$ cat src/a64r_pkg.sv
`timescale 1ns / 1ps
// Shared types, constants and decode functions for the A64 pc-relative relocator.
// No dependencies.
package a64r_pkg;

  localparam int unsigned MaxEntriesDef = 16;

  localparam logic [1:0] CfgRangeStart = 2'd0;
  localparam logic [1:0] CfgRangeEnd   = 2'd1;
  localparam logic [1:0] CfgBufBase    = 2'd2;
  localparam logic [1:0] CfgProlog     = 2'd3;

  localparam logic [31:0] WLdrX17   = 32'h5800_0051;
  localparam logic [31:0] WBrX17    = 32'hD61F_0220;
  localparam logic [31:0] WBlrX17   = 32'hD63F_0220;
  localparam logic [31:0] WSkip     = 32'h1400_0003;
  localparam logic [31:0] WCondMask = 32'hFF00_001F;
  localparam logic [31:0] WTbMask   = 32'hFFF8_001F;
  localparam logic [31:0] WStp      = 32'hA93F_47F0;
  localparam logic [31:0] WLdp      = 32'hF85F_83F1;
  localparam logic [31:0] WLdrLit   = 32'h5800_0060;
  localparam logic [31:0] WAdrLit   = 32'h5800_0040;
  localparam logic [31:0] WLdrX17B  = 32'h5800_0091;
  localparam logic [31:0] WSimdQ    = 32'h3DC0_0220;
  localparam logic [63:0] PageMask  = 64'hFFFF_FFFF_FFFF_F000;

  typedef enum logic [4:0] {
    K_NONE, K_B, K_BCOND, K_BL, K_ADR, K_ADRP, K_LDR32, K_LDR64, K_LDRSW,
    K_PRFM, K_SIMD32, K_SIMD64, K_SIMD128, K_CBZ, K_CBNZ, K_TBZ, K_TBNZ
  } kind_e;

  typedef enum logic [2:0] {
    S_IDLE, S_CALC, S_CHECK, S_DECIDE, S_WALK, S_MOVE, S_EMIT, S_FAIL
  } state_e;

  typedef struct packed {
    logic        op;
    logic [31:0] instruction;
    logic [63:0] pc_value;
    logic [4:0]  length_bytes;
  } item_t;

  typedef struct packed {
    logic [31:0] word;
    logic        last;
    logic        status;
    logic [4:0]  total_bytes;
  } res_t;

  typedef struct packed {
    logic       accept;
    logic       calc;
    logic       check;
    logic       walk_init;
    logic       walk;
    logic       move;
    logic       emit;
    logic       fail;
    logic [2:0] idx;
  } cmd_t;

  typedef struct packed {
    logic       inr;
    logic       move_en;
    logic       fail_en;
    logic       walk_done;
    logic [2:0] nwords;
  } sts_t;

  function automatic kind_e classify(input logic [31:0] w);
    kind_e k;
    k = K_NONE;
    if ((w & 32'hFC00_0000) == 32'h1400_0000) k = K_B;
    else if ((w & 32'hFF00_0010) == 32'h5400_0000) k = K_BCOND;
    else if ((w & 32'hFC00_0000) == 32'h9400_0000) k = K_BL;
    else if ((w & 32'h9F00_0000) == 32'h1000_0000) k = K_ADR;
    else if ((w & 32'h9F00_0000) == 32'h9000_0000) k = K_ADRP;
    else if ((w & 32'hFF00_0000) == 32'h1800_0000) k = K_LDR32;
    else if ((w & 32'hFF00_0000) == 32'h5800_0000) k = K_LDR64;
    else if ((w & 32'hFF00_0000) == 32'h9800_0000) k = K_LDRSW;
    else if ((w & 32'hFF00_0000) == 32'hD800_0000) k = K_PRFM;
    else if ((w & 32'hFF00_0000) == 32'h1C00_0000) k = K_SIMD32;
    else if ((w & 32'hFF00_0000) == 32'h5C00_0000) k = K_SIMD64;
    else if ((w & 32'hFF00_0000) == 32'h9C00_0000) k = K_SIMD128;
    else if ((w & 32'h7F00_0000) == 32'h3400_0000) k = K_CBZ;
    else if ((w & 32'h7F00_0000) == 32'h3500_0000) k = K_CBNZ;
    else if ((w & 32'h7F00_0000) == 32'h3600_0000) k = K_TBZ;
    else if ((w & 32'h7F00_0000) == 32'h3700_0000) k = K_TBNZ;
    return k;
  endfunction

  function automatic logic [2:0] word_count(input kind_e k);
    logic [2:0] n;
    case (k) inside
      K_NONE:                                 n = 3'd1;
      K_ADR, K_ADRP:                          n = 3'd4;
      K_PRFM, K_SIMD32, K_SIMD64, K_SIMD128:  n = 3'd7;
      default:                                n = 3'd5;
    endcase
    return n;
  endfunction

endpackage

$ cat src/a64_pc_relative_relocator.sv
`timescale 1ns / 1ps
// Top level of the A64 pc-relative relocator: controller plus datapath.
// Depends on a64r_pkg, a64r_ctrl, a64r_dp.

// A rewrite beat (op 1) is taken when start is high and busy low. Target
// calculation and range check follow in the calc and check states, then the
// decide state. A target in range that is moved into the buffer is first
// found by walking the length table, which has one registered read port,
// and then a move state. One word is then built per cycle, 1 to 7 words,
// each shown on res_o with res_valid_o in the next cycle; results cannot
// be stalled. A failed rewrite gives a single beat from the fail state
// that follows the decide state. Busy drops in the cycle of the last beat.
// An append beat (op 0) leaves busy low.
module a64_pc_relative_relocator import a64r_pkg::*; #(
  parameter int unsigned MAX_ENTRIES = MaxEntriesDef
) (
  input  logic        clk_i,
  input  logic        rst_ni,
  input  logic        start,
  output logic        busy,
  input  item_t       item_i,
  input  logic        cfg_we_i,
  input  logic [1:0]  cfg_idx_i,
  input  logic [63:0] cfg_data_i,
  output logic        res_valid_o,
  output res_t        res_o
);

  cmd_t cmd;
  sts_t sts;

  a64r_ctrl u_ctrl (
    .clk_i   (clk_i),
    .rst_ni  (rst_ni),
    .start_i (start),
    .op_i    (item_i.op),
    .sts_i   (sts),
    .cmd_o   (cmd),
    .busy_o  (busy)
  );

  a64r_dp #(.MAX_ENTRIES(MAX_ENTRIES)) u_dp (
    .clk_i       (clk_i),
    .rst_ni      (rst_ni),
    .item_i      (item_i),
    .cfg_we_i    (cfg_we_i),
    .cfg_idx_i   (cfg_idx_i),
    .cfg_data_i  (cfg_data_i),
    .cmd_i       (cmd),
    .sts_o       (sts),
    .res_valid_o (res_valid_o),
    .res_o       (res_o)
  );

`ifndef SYNTH
  a_fail_last: assert property (@(posedge clk_i) disable iff (!rst_ni)
    (res_valid_o && res_o.status) |-> res_o.last) else $error("fail beat not last");
  a_last_gap: assert property (@(posedge clk_i) disable iff (!rst_ni)
    (res_valid_o && res_o.last) |=> !res_valid_o) else $error("beat after last");
  a_rewrite_busy: assert property (@(posedge clk_i) disable iff (!rst_ni)
    (start && !busy && item_i.op) |=> busy) else $error("rewrite not started");
  a_idle_quiet: assert property (@(posedge clk_i) disable iff (!rst_ni)
    (!busy && !$past(busy)) |-> !res_valid_o) else $error("beat while idle");
`endif

endmodule

$ cat src/a64r_ctrl.sv
`timescale 1ns / 1ps
// Sequencer for the relocator: accept, target, range check, table walk, emit or fail.
// Depends on a64r_pkg.
module a64r_ctrl import a64r_pkg::*; (
  input  logic  clk_i,
  input  logic  rst_ni,
  input  logic  start_i,
  input  logic  op_i,
  input  sts_t  sts_i,
  output cmd_t  cmd_o,
  output logic  busy_o
);

  state_e state_q, state_d;
  logic [2:0] idx_q, idx_d;

  always_ff @(posedge clk_i or negedge rst_ni) begin
    if (!rst_ni) begin
      state_q <= S_IDLE;
      idx_q   <= '0;
    end else begin
      state_q <= state_d;
      idx_q   <= idx_d;
    end
  end

  always_comb begin
    state_d = state_q;
    idx_d   = idx_q;
    unique case (state_q)
      S_IDLE: begin
        idx_d = '0;
        if (start_i && op_i) state_d = S_CALC;
      end
      S_CALC:  state_d = S_CHECK;
      S_CHECK: state_d = S_DECIDE;
      S_DECIDE: begin
        if (sts_i.inr && sts_i.fail_en) state_d = S_FAIL;
        else if (sts_i.inr && sts_i.move_en) state_d = S_WALK;
        else state_d = S_EMIT;
      end
      S_WALK: if (sts_i.walk_done) state_d = S_MOVE;
      S_MOVE:  state_d = S_EMIT;
      S_EMIT: begin
        idx_d = idx_q + 3'd1;
        if (idx_q == sts_i.nwords - 3'd1) state_d = S_IDLE;
      end
      S_FAIL:  state_d = S_IDLE;
      default: state_d = S_IDLE;
    endcase
  end

  always_comb begin
    cmd_o        = '0;
    cmd_o.idx    = idx_q;
    unique case (state_q)
      S_IDLE:   cmd_o.accept    = start_i;
      S_CALC:   cmd_o.calc      = 1'b1;
      S_CHECK:  cmd_o.check     = 1'b1;
      S_DECIDE: cmd_o.walk_init = 1'b1;
      S_WALK:   cmd_o.walk      = 1'b1;
      S_MOVE:   cmd_o.move      = 1'b1;
      S_EMIT:   cmd_o.emit      = 1'b1;
      S_FAIL:   cmd_o.fail      = 1'b1;
      default:  cmd_o.accept    = 1'b0;
    endcase
  end

  assign busy_o = (state_q != S_IDLE);

endmodule

$ cat src/a64r_dp.sv
`timescale 1ns / 1ps
// Relocator datapath: config registers, length table, target math, word build.
// Depends on a64r_pkg.
module a64r_dp import a64r_pkg::*; #(
  parameter int unsigned MAX_ENTRIES = MaxEntriesDef
) (
  input  logic        clk_i,
  input  logic        rst_ni,
  input  item_t       item_i,
  input  logic        cfg_we_i,
  input  logic [1:0]  cfg_idx_i,
  input  logic [63:0] cfg_data_i,
  input  cmd_t        cmd_i,
  output sts_t        sts_o,
  output logic        res_valid_o,
  output res_t        res_o
);

  localparam int unsigned CW = $clog2(MAX_ENTRIES + 1);
  localparam int unsigned IW = (MAX_ENTRIES > 1) ? $clog2(MAX_ENTRIES) : 1;

  logic [63:0] rstart_q, rend_q, base_q;
  logic [7:0]  prolog_q;
  logic [4:0]  tbl [MAX_ENTRIES];
  logic [CW-1:0] cnt_q, widx_q;
  logic [31:0] ins_q;
  logic [63:0] pc_q, a_q, cur_q, off_q;
  kind_e       kind_q;
  logic        inr_q, pend_q, valid_q;
  logic [4:0]  rd_q;
  res_t        res_q;
  logic        more;
  logic [63:0] disp;
  logic [4:0]  rt;
  logic [31:0] w;
  logic [2:0]  n;

  always_ff @(posedge clk_i or negedge rst_ni) begin
    if (!rst_ni) begin
      rstart_q <= '0;
      rend_q   <= '0;
      base_q   <= '0;
      prolog_q <= '0;
    end else if (cfg_we_i) begin
      unique case (cfg_idx_i)
        CfgRangeStart: rstart_q <= cfg_data_i;
        CfgRangeEnd:   rend_q   <= cfg_data_i;
        CfgBufBase:    base_q   <= cfg_data_i;
        CfgProlog:     prolog_q <= cfg_data_i[7:0];
        default:       prolog_q <= prolog_q;
      endcase
    end
  end

  // length table memory
  always_ff @(posedge clk_i) begin
    if (cmd_i.accept && !item_i.op && cnt_q < CW'(MAX_ENTRIES))
      tbl[cnt_q[IW-1:0]] <= item_i.length_bytes;
    if (cmd_i.walk && more) rd_q <= tbl[widx_q[IW-1:0]];
  end

  always_ff @(posedge clk_i or negedge rst_ni) begin
    if (!rst_ni) begin
      cnt_q   <= '0;
      pend_q  <= 1'b0;
      valid_q <= 1'b0;
    end else begin
      if (cmd_i.accept && !item_i.op && cnt_q < CW'(MAX_ENTRIES))
        cnt_q <= cnt_q + CW'(1);
      if (cmd_i.walk_init) pend_q <= 1'b0;
      else if (cmd_i.walk) pend_q <= more;
      valid_q <= cmd_i.emit | cmd_i.fail;
    end
  end

  always_comb begin
    disp = '0;
    case (kind_q) inside
      K_B, K_BL:
        disp = {{36{ins_q[25]}}, ins_q[25:0], 2'b00};
      K_TBZ, K_TBNZ:
        disp = {{48{ins_q[18]}}, ins_q[18:5], 2'b00};
      K_ADR:
        disp = {{43{ins_q[23]}}, ins_q[23:5], ins_q[30:29]};
      K_ADRP:
        disp = {{31{ins_q[23]}}, ins_q[23:5], ins_q[30:29], 12'h000};
      default:
        disp = {{43{ins_q[23]}}, ins_q[23:5], 2'b00};
    endcase
  end

  assign more = (widx_q < cnt_q) && (cur_q < a_q);

  always_ff @(posedge clk_i) begin
    if (cmd_i.accept) begin
      ins_q  <= item_i.instruction;
      pc_q   <= item_i.pc_value;
      kind_q <= classify(item_i.instruction);
    end
    if (cmd_i.calc) a_q <= ((kind_q == K_ADRP) ? (pc_q & PageMask) : pc_q) + disp;
    if (cmd_i.check) inr_q <= (rstart_q <= a_q) && (a_q < rend_q);
    if (cmd_i.walk_init) begin
      cur_q  <= rstart_q;
      off_q  <= '0;
      widx_q <= '0;
    end else if (cmd_i.walk) begin
      if (pend_q) off_q <= off_q + 64'(rd_q);
      if (more) begin
        cur_q  <= cur_q + 64'd4;
        widx_q <= widx_q + CW'(1);
      end
    end
    if (cmd_i.move) a_q <= base_q + 64'(prolog_q) + off_q;
  end

  assign rt = ins_q[4:0];
  assign n  = word_count(kind_q);

  always_comb begin
    w = ins_q;
    case (kind_q) inside
      K_B, K_BL: begin
        case (cmd_i.idx)
          3'd0:    w = WLdrX17;
          3'd1:    w = WSkip;
          3'd2:    w = a_q[31:0];
          3'd3:    w = a_q[63:32];
          default: w = (kind_q == K_BL) ? WBlrX17 : WBrX17;
        endcase
      end
      K_BCOND, K_CBZ, K_CBNZ, K_TBZ, K_TBNZ: begin
        case (cmd_i.idx)
          3'd0: begin
            if (kind_q == K_BCOND) w = ((ins_q ^ 32'h1) & WCondMask) | 32'h0A0;
            else if (kind_q == K_TBZ || kind_q == K_TBNZ)
              w = ((ins_q ^ 32'h0100_0000) & WTbMask) | 32'h0A0;
            else w = ((ins_q ^ 32'h0100_0000) & WCondMask) | 32'h0A0;
          end
          3'd1:    w = WLdrX17;
          3'd2:    w = WBrX17;
          3'd3:    w = a_q[31:0];
          default: w = a_q[63:32];
        endcase
      end
      K_ADR, K_ADRP: begin
        case (cmd_i.idx)
          3'd0:    w = WAdrLit | {27'd0, rt};
          3'd1:    w = WSkip;
          3'd2:    w = a_q[31:0];
          default: w = a_q[63:32];
        endcase
      end
      K_LDR32, K_LDR64, K_LDRSW: begin
        case (cmd_i.idx)
          3'd0: w = WLdrLit | {27'd0, rt};
          3'd1: begin
            if (kind_q == K_LDR32) w = 32'hB940_0000;
            else if (kind_q == K_LDR64) w = 32'hF940_0000;
            else w = 32'hB980_0000;
            w = w | {22'd0, rt, rt};
          end
          3'd2:    w = WSkip;
          3'd3:    w = a_q[31:0];
          default: w = a_q[63:32];
        endcase
      end
      K_PRFM, K_SIMD32, K_SIMD64, K_SIMD128: begin
        case (cmd_i.idx)
          3'd0: w = WStp;
          3'd1: w = WLdrX17B;
          3'd2: begin
            if (kind_q == K_PRFM) w = 32'hF980_0220;
            else if (kind_q == K_SIMD32) w = 32'hBD40_0220;
            else if (kind_q == K_SIMD64) w = 32'hFD40_0220;
            else w = WSimdQ;
            w = w | {27'd0, rt};
          end
          3'd3:    w = WLdp;
          3'd4:    w = WSkip;
          3'd5:    w = a_q[31:0];
          default: w = a_q[63:32];
        endcase
      end
      default: w = ins_q;
    endcase
  end

  always_ff @(posedge clk_i) begin
    if (cmd_i.fail) begin
      res_q <= '{word: '0, last: 1'b1, status: 1'b1, total_bytes: '0};
    end else if (cmd_i.emit) begin
      res_q.word        <= w;
      res_q.last        <= (cmd_i.idx == n - 3'd1);
      res_q.status      <= 1'b0;
      res_q.total_bytes <= {n, 2'b00};
    end
  end

  assign sts_o.inr       = inr_q;
  assign sts_o.move_en   = (kind_q == K_B) || (kind_q == K_BL) || (kind_q == K_BCOND) ||
                           (kind_q == K_CBZ) || (kind_q == K_CBNZ) || (kind_q == K_TBZ) ||
                           (kind_q == K_TBNZ) || (kind_q == K_PRFM);
  assign sts_o.fail_en   = (kind_q == K_ADR) || (kind_q == K_ADRP) || (kind_q == K_LDR32) ||
                           (kind_q == K_LDR64) || (kind_q == K_LDRSW) ||
                           (kind_q == K_SIMD32) || (kind_q == K_SIMD64) ||
                           (kind_q == K_SIMD128);
  assign sts_o.walk_done = !pend_q && !more;
  assign sts_o.nwords    = n;
  assign res_valid_o     = valid_q;
  assign res_o           = res_q;

endmodule
$ cat config.mk
export PLATFORM = sky130hd
export DESIGN_NAME = a64_pc_relative_relocator
export DESIGN_NICKNAME = d
export VERILOG_FILES = /design/src/a64r_pkg.sv /design/src/a64_pc_relative_relocator.sv /design/src/a64r_ctrl.sv /design/src/a64r_dp.sv
export SDC_FILE = /design/constraint.sdc
export NUM_CORES = 2
export LEC_CHECK = 0
export BUFFER_PORTS_ARGS = -buffer_cell sky130_fd_sc_hd__buf_2
export CAP_MARGIN = 10
export CORE_UTILIZATION = 57
export CTS_BUF_LIST = sky130_fd_sc_hd__clkbuf_8 sky130_fd_sc_hd__clkbuf_16
export CTS_CLUSTER_DIAMETER = 40
export CTS_CLUSTER_SIZE = 8
export DETAILED_ROUTE_END_ITERATION = 12
export PLACE_DENSITY = 0.78
export SYNTH_ARGS = -nofsm -noshare
export SYNTH_HDL_FRONTEND = slang
export SYNTH_SLANG_ARGS = --single-unit
$ cat constraint.sdc
create_clock -name clk_i -period 5.7 [get_ports clk_i]
set_clock_uncertainty 0.15 [all_clocks]
set_input_delay 0.285 -clock clk_i [delete_from_list [all_inputs] [get_ports clk_i]]
set_output_delay 0.285 -clock clk_i [all_outputs]
set_load 0.1 [all_outputs]
==> results_dict.tcl <==
set metrics [dict create \
    avgViaCountPerCell 6.454 \
    powerDensity_nw_per_um2 467.8 \
    whs_ns 0.04341 \
    cts_setup_buffers 0 \
    grt_pass1_vias 35800 \
    core_area_um2 71730 \
    drt_iter0_markers 4334 \
    initial_utilization_pct 57.87 \
    peakVddDrop_mv 0.7987 \
    cp-end-kind "flop" \
    dieArea_um2 73910 \
    reg2reg_depth 16 \
    yosys_register_bits 634 \
    worst_setup_path_start_kind "flop" \
    r2r-start "u_dp.kind_q[3]" \
    setup_ws_ns 0.3838 \
    place_congestion 1.030 \
    grtUsageTotal_pct 37.42 \
    cp.arrival_ns 5.57 \
    dp_slack_ns 0.3925 \
    fp.dieW_um 271.9 \
    rrSetupSlack_ns 0.38 \
    maxCapViolations 0 \
    postSynth.asyncResetShare_pct 33.60 \
    fin_setup_tns_ns 0 \
    synth_cell_type_count 90 \
    max_stage_delay_ns 0.63 \
    fin_util_pct 67.95 \
    drc 0 \
    synthTopCellsByArea "edfxtp_1 23%, dfrtp_1 13%, ha_1 12%, mux2_2 5.5%, dfxtp_1 5.1%" \
    path_delay_family "compound AO/OA/AOI/OAI gates" \
    cp.required_ns 5.96 \
    yosysMostFrequentCell "nand2_1" \
    seq_area_um2 16910 \
    seq_power_share_pct 32.0 \
    vias 36540 \
    drive_gt1_share_pct 14.91 \
    finalHoldViolCount 0 \
    rsz0062_at_grt "no" \
    wl_per_cell_um 24.72 \
    antenna_found_initial 8 \
    synth_flop_cell "edfxtp_1" \
    area_growth_syn_to_layout_pct 17.42 \
    cp_num_buf_inv 1 \
    firstDrtPassIters 9 \
    synth_warnings 0 \
    io_pins 213 \
    antenna_left 0 \
    grt_max_degree 98 \
    place_hpwl_um 102500 \
    grt_pass1_wl_um 211200 \
    critPathMaxFanout 17 \
    clock-sinks 634 \
    synth_edf_count 315 \
    multi_input_area_um2 23150 \
    status "completed" \
    synth.top_cell.area_share_pct 22.79 \
    slew_headroom_pct 16.62 \
    insertion_delay_ns 0.69 \
    critical_path_class "flop to flop" \
    setup_viol 0 \
    htreeDepth 3 \
    drt_wl_total_um 140000 \
    cts_buffers 108 \
    worstMarginPinSlew_ns 1.249 \
    seq_area_frac_synth_pct 40.74 \
    slew_viol_final 0 \
    p_sw_mw 9.636 \
    io_buffers 210 \
    cts.reportedPaths.clkPinSlew_ns 0.05 \
    root_buffer "clkbuf_16" \
    synth.largest_area_cell "edfxtp_1" \
    p_sw_share_pct 42.26 \
    fillers 5445 \
    dp_cells 5290 \
    placementRows 98 \
    p_leak_nw 20.76 \
    power_frac_clock_pct 26.9 \
    fin_cells 5662 \
    combPwrFrac_pct 41.2 \
    synthTopCellsByCount "445 x nand2_1, 395 x ha_1, 355 x a21oi_1, 315 x edfxtp_1, 297 x o21ai_0" \
    period_needed_ns 5.316 \
    path_cells "or2_2, or3b_2, buf_4, nand2_1, o21ai_0, ha_1, nand4_1, a2111o_1, a31o_2, a2111oi_1, o211a_1, nor3_1, nor2_1, a31oi_1, xor2_1, mux2i_1" \
    globalRoute.totalOverflow 0 \
    crit_slowest_cell "or3b_2" \
    synth_area_um2 41510 \
    cts_tree "done" \
    synthCells 4273 \
    post-route-period-util_pct 93.27 \
    clockBufferDepth 3 \
    p_int_mw 13.17 \
    fmax_mhz 188.1 \
    hp-class "input port to asynchronous set/reset pin" \
    syn-mean-instance-area_um2 9.715 \
    nets 5196 \
    die_h_um 271.9 \
    r2r-end "u_dp.a_q[58]" \
]
==> worst max-delay path by stage <==
| stage | startpoint | end | slack, ns | depth (start not counted) |
|---|---|---|---|---|
| after global placement | u_dp.kind_q[3] | u_dp.a_q[63] | 0.54 | 19 |
| after detailed placement | u_dp.kind_q[3] | u_dp.a_q[58] | 0.39 | 16 |
| final | u_dp.kind_q[3] | u_dp.a_q[58] | 0.38 | 16 |
| after CTS | u_dp.kind_q[3] | u_dp.a_q[58] | 0.42 | 16 |
| after global routing | u_dp.kind_q[3] | u_dp.a_q[61] | 0.05 | 19 |
| after floorplan | u_dp.kind_q[3] | u_dp.a_q[61] | 0.67 | 20 |
==> power groups by stage <==
stage	logic, mW	registers [mW]	clock network, mW
2_1_floorplan	5.80	7.54	0
3_3_place_gp	8.81	7.25	0
4_1_cts	9.18	7.21	6.14
5_1_grt	10.2	7.31	6.37
3_5_place_dp	9.00	7.28	0
6_report	9.39	7.29	6.12
==> cells in the final DEF, fill, tap and decap left out, types with 15 or more instances in the layout <==
cell           Yosys  routed
or2_2             15      15
xnor2_1          117     117
or3_1             35      35
nand3_1           90      90
a31oi_1           48      48
a22o_1            21      21
nor2b_1           42      40
a22oi_1           29      29
buf_2              1     209
nor2_1           255     253
nand2_1          445     444
ha_1             395     394
o21a_1            21      21
o22ai_1           17      17
nor4_1            15      15
dfrtp_1          213     213
mux2_2           201     201
and2_1            26      25
a21o_1           131     131
mux4_2            25      25
o221ai_1          15      15
xor2_1           111     111
nor3_1            54      52
clkbuf_16          0     113
and3_1            38      38
buf_4              3      56
a221oi_1          34      34
a21oi_1          355     355
o21ai_0          297     296
edfxtp_1         315     315
nand4_1           85      85
nand2b_1          26      25
o211ai_1          37      37
inv_1            202     247
a211oi_1          32      32
o21bai_1          26      26
dlygate4sd3_1      0     168
dfxtp_1          106     106
==> routing by layer <==
layer,vias up,part of all wire [%],track usage [%]
met3,524,9.5,8.331
met1,17530,37,45.11
li1,16490,-,-
met4,6,7.5,24.78
met2,1994,46,60.27
met5,-,0.029,0
==> cell families after synthesis <==
| logic type | share of synthesized area (%) |
|---|---|
| mux | 7.098 |
| flops | 40.74 |
| simple gates | 13.38 |
| buf+inv | 3.710 |
| other cells | 0.009033 |
| xor+xnor | 4.810 |
| fa+ha+maj | 12.44 |
| compound gates | 17.82 |
==> worst reg2reg max path, delay by kind of cell (launching register included) <==
family,cells,cell delay (ns)
AOI/OAI and AO/OA,6,1.79
and+or+nand+nor,6,1.73
DFF,1,0.44
adders and majority gates,1,0.43
buffers and inverters,1,0.26
xor gates and xnor gates,1,0.18
muxes,1,0.10
==> metrics by stage <==
stage / power [mW] / area [um2]
floorplan: 13.34 / 41520
global placement: 16.06 / 43550
detailed placement: 16.27 / 43550
CTS: 22.53 / 48730
global route: 23.84 / 48740
finish: 22.80 / 48740
==> cell type report <==
| type | instances | share of cell area (%) |
|---|---|---|
| clock inverters | 75 | 1.006 |
| diodes | 3 | 0.01540 |
| repair buffers | 437 | 6.610 |
| well taps | 950 | 2.439 |
| clock buffers | 126 | 6.168 |
| inverters | 204 | 1.576 |
| flip-flops and latches | 634 | 34.69 |
| multi-input cells | 3233 | 47.49 |
==> flip-flops by register name (all words and copies together) (netlist names), 3 cells and up <==
name and flops:
u_dp.rend_q 64, u_ctrl.idx_q 3, u_dp.prolog_q 8, u_dp.cnt_q 5
u_dp.pc_q 64, u_dp.ins_q 32, u_dp.cur_q 64, u_ctrl.state_q 3
u_dp.widx_q 5, u_dp.off_q 64, u_dp.kind_q 5, u_dp.rd_q 5
u_dp.rstart_q 64, u_dp.a_q 64, u_dp.res_o 37, u_dp.base_q 64
u_dp.tbl 80
==> what timing repair did <==
| action | in CTS | in global routing |
|---|---|---|
| hold endpoints to repair | 473 | 0 |
| resized for setup | 0 | 2 |
| hold buffers | 168 | 0 |
| setup endpoints to repair | 0 | 8 |
(Power assumes the default switching activity.)
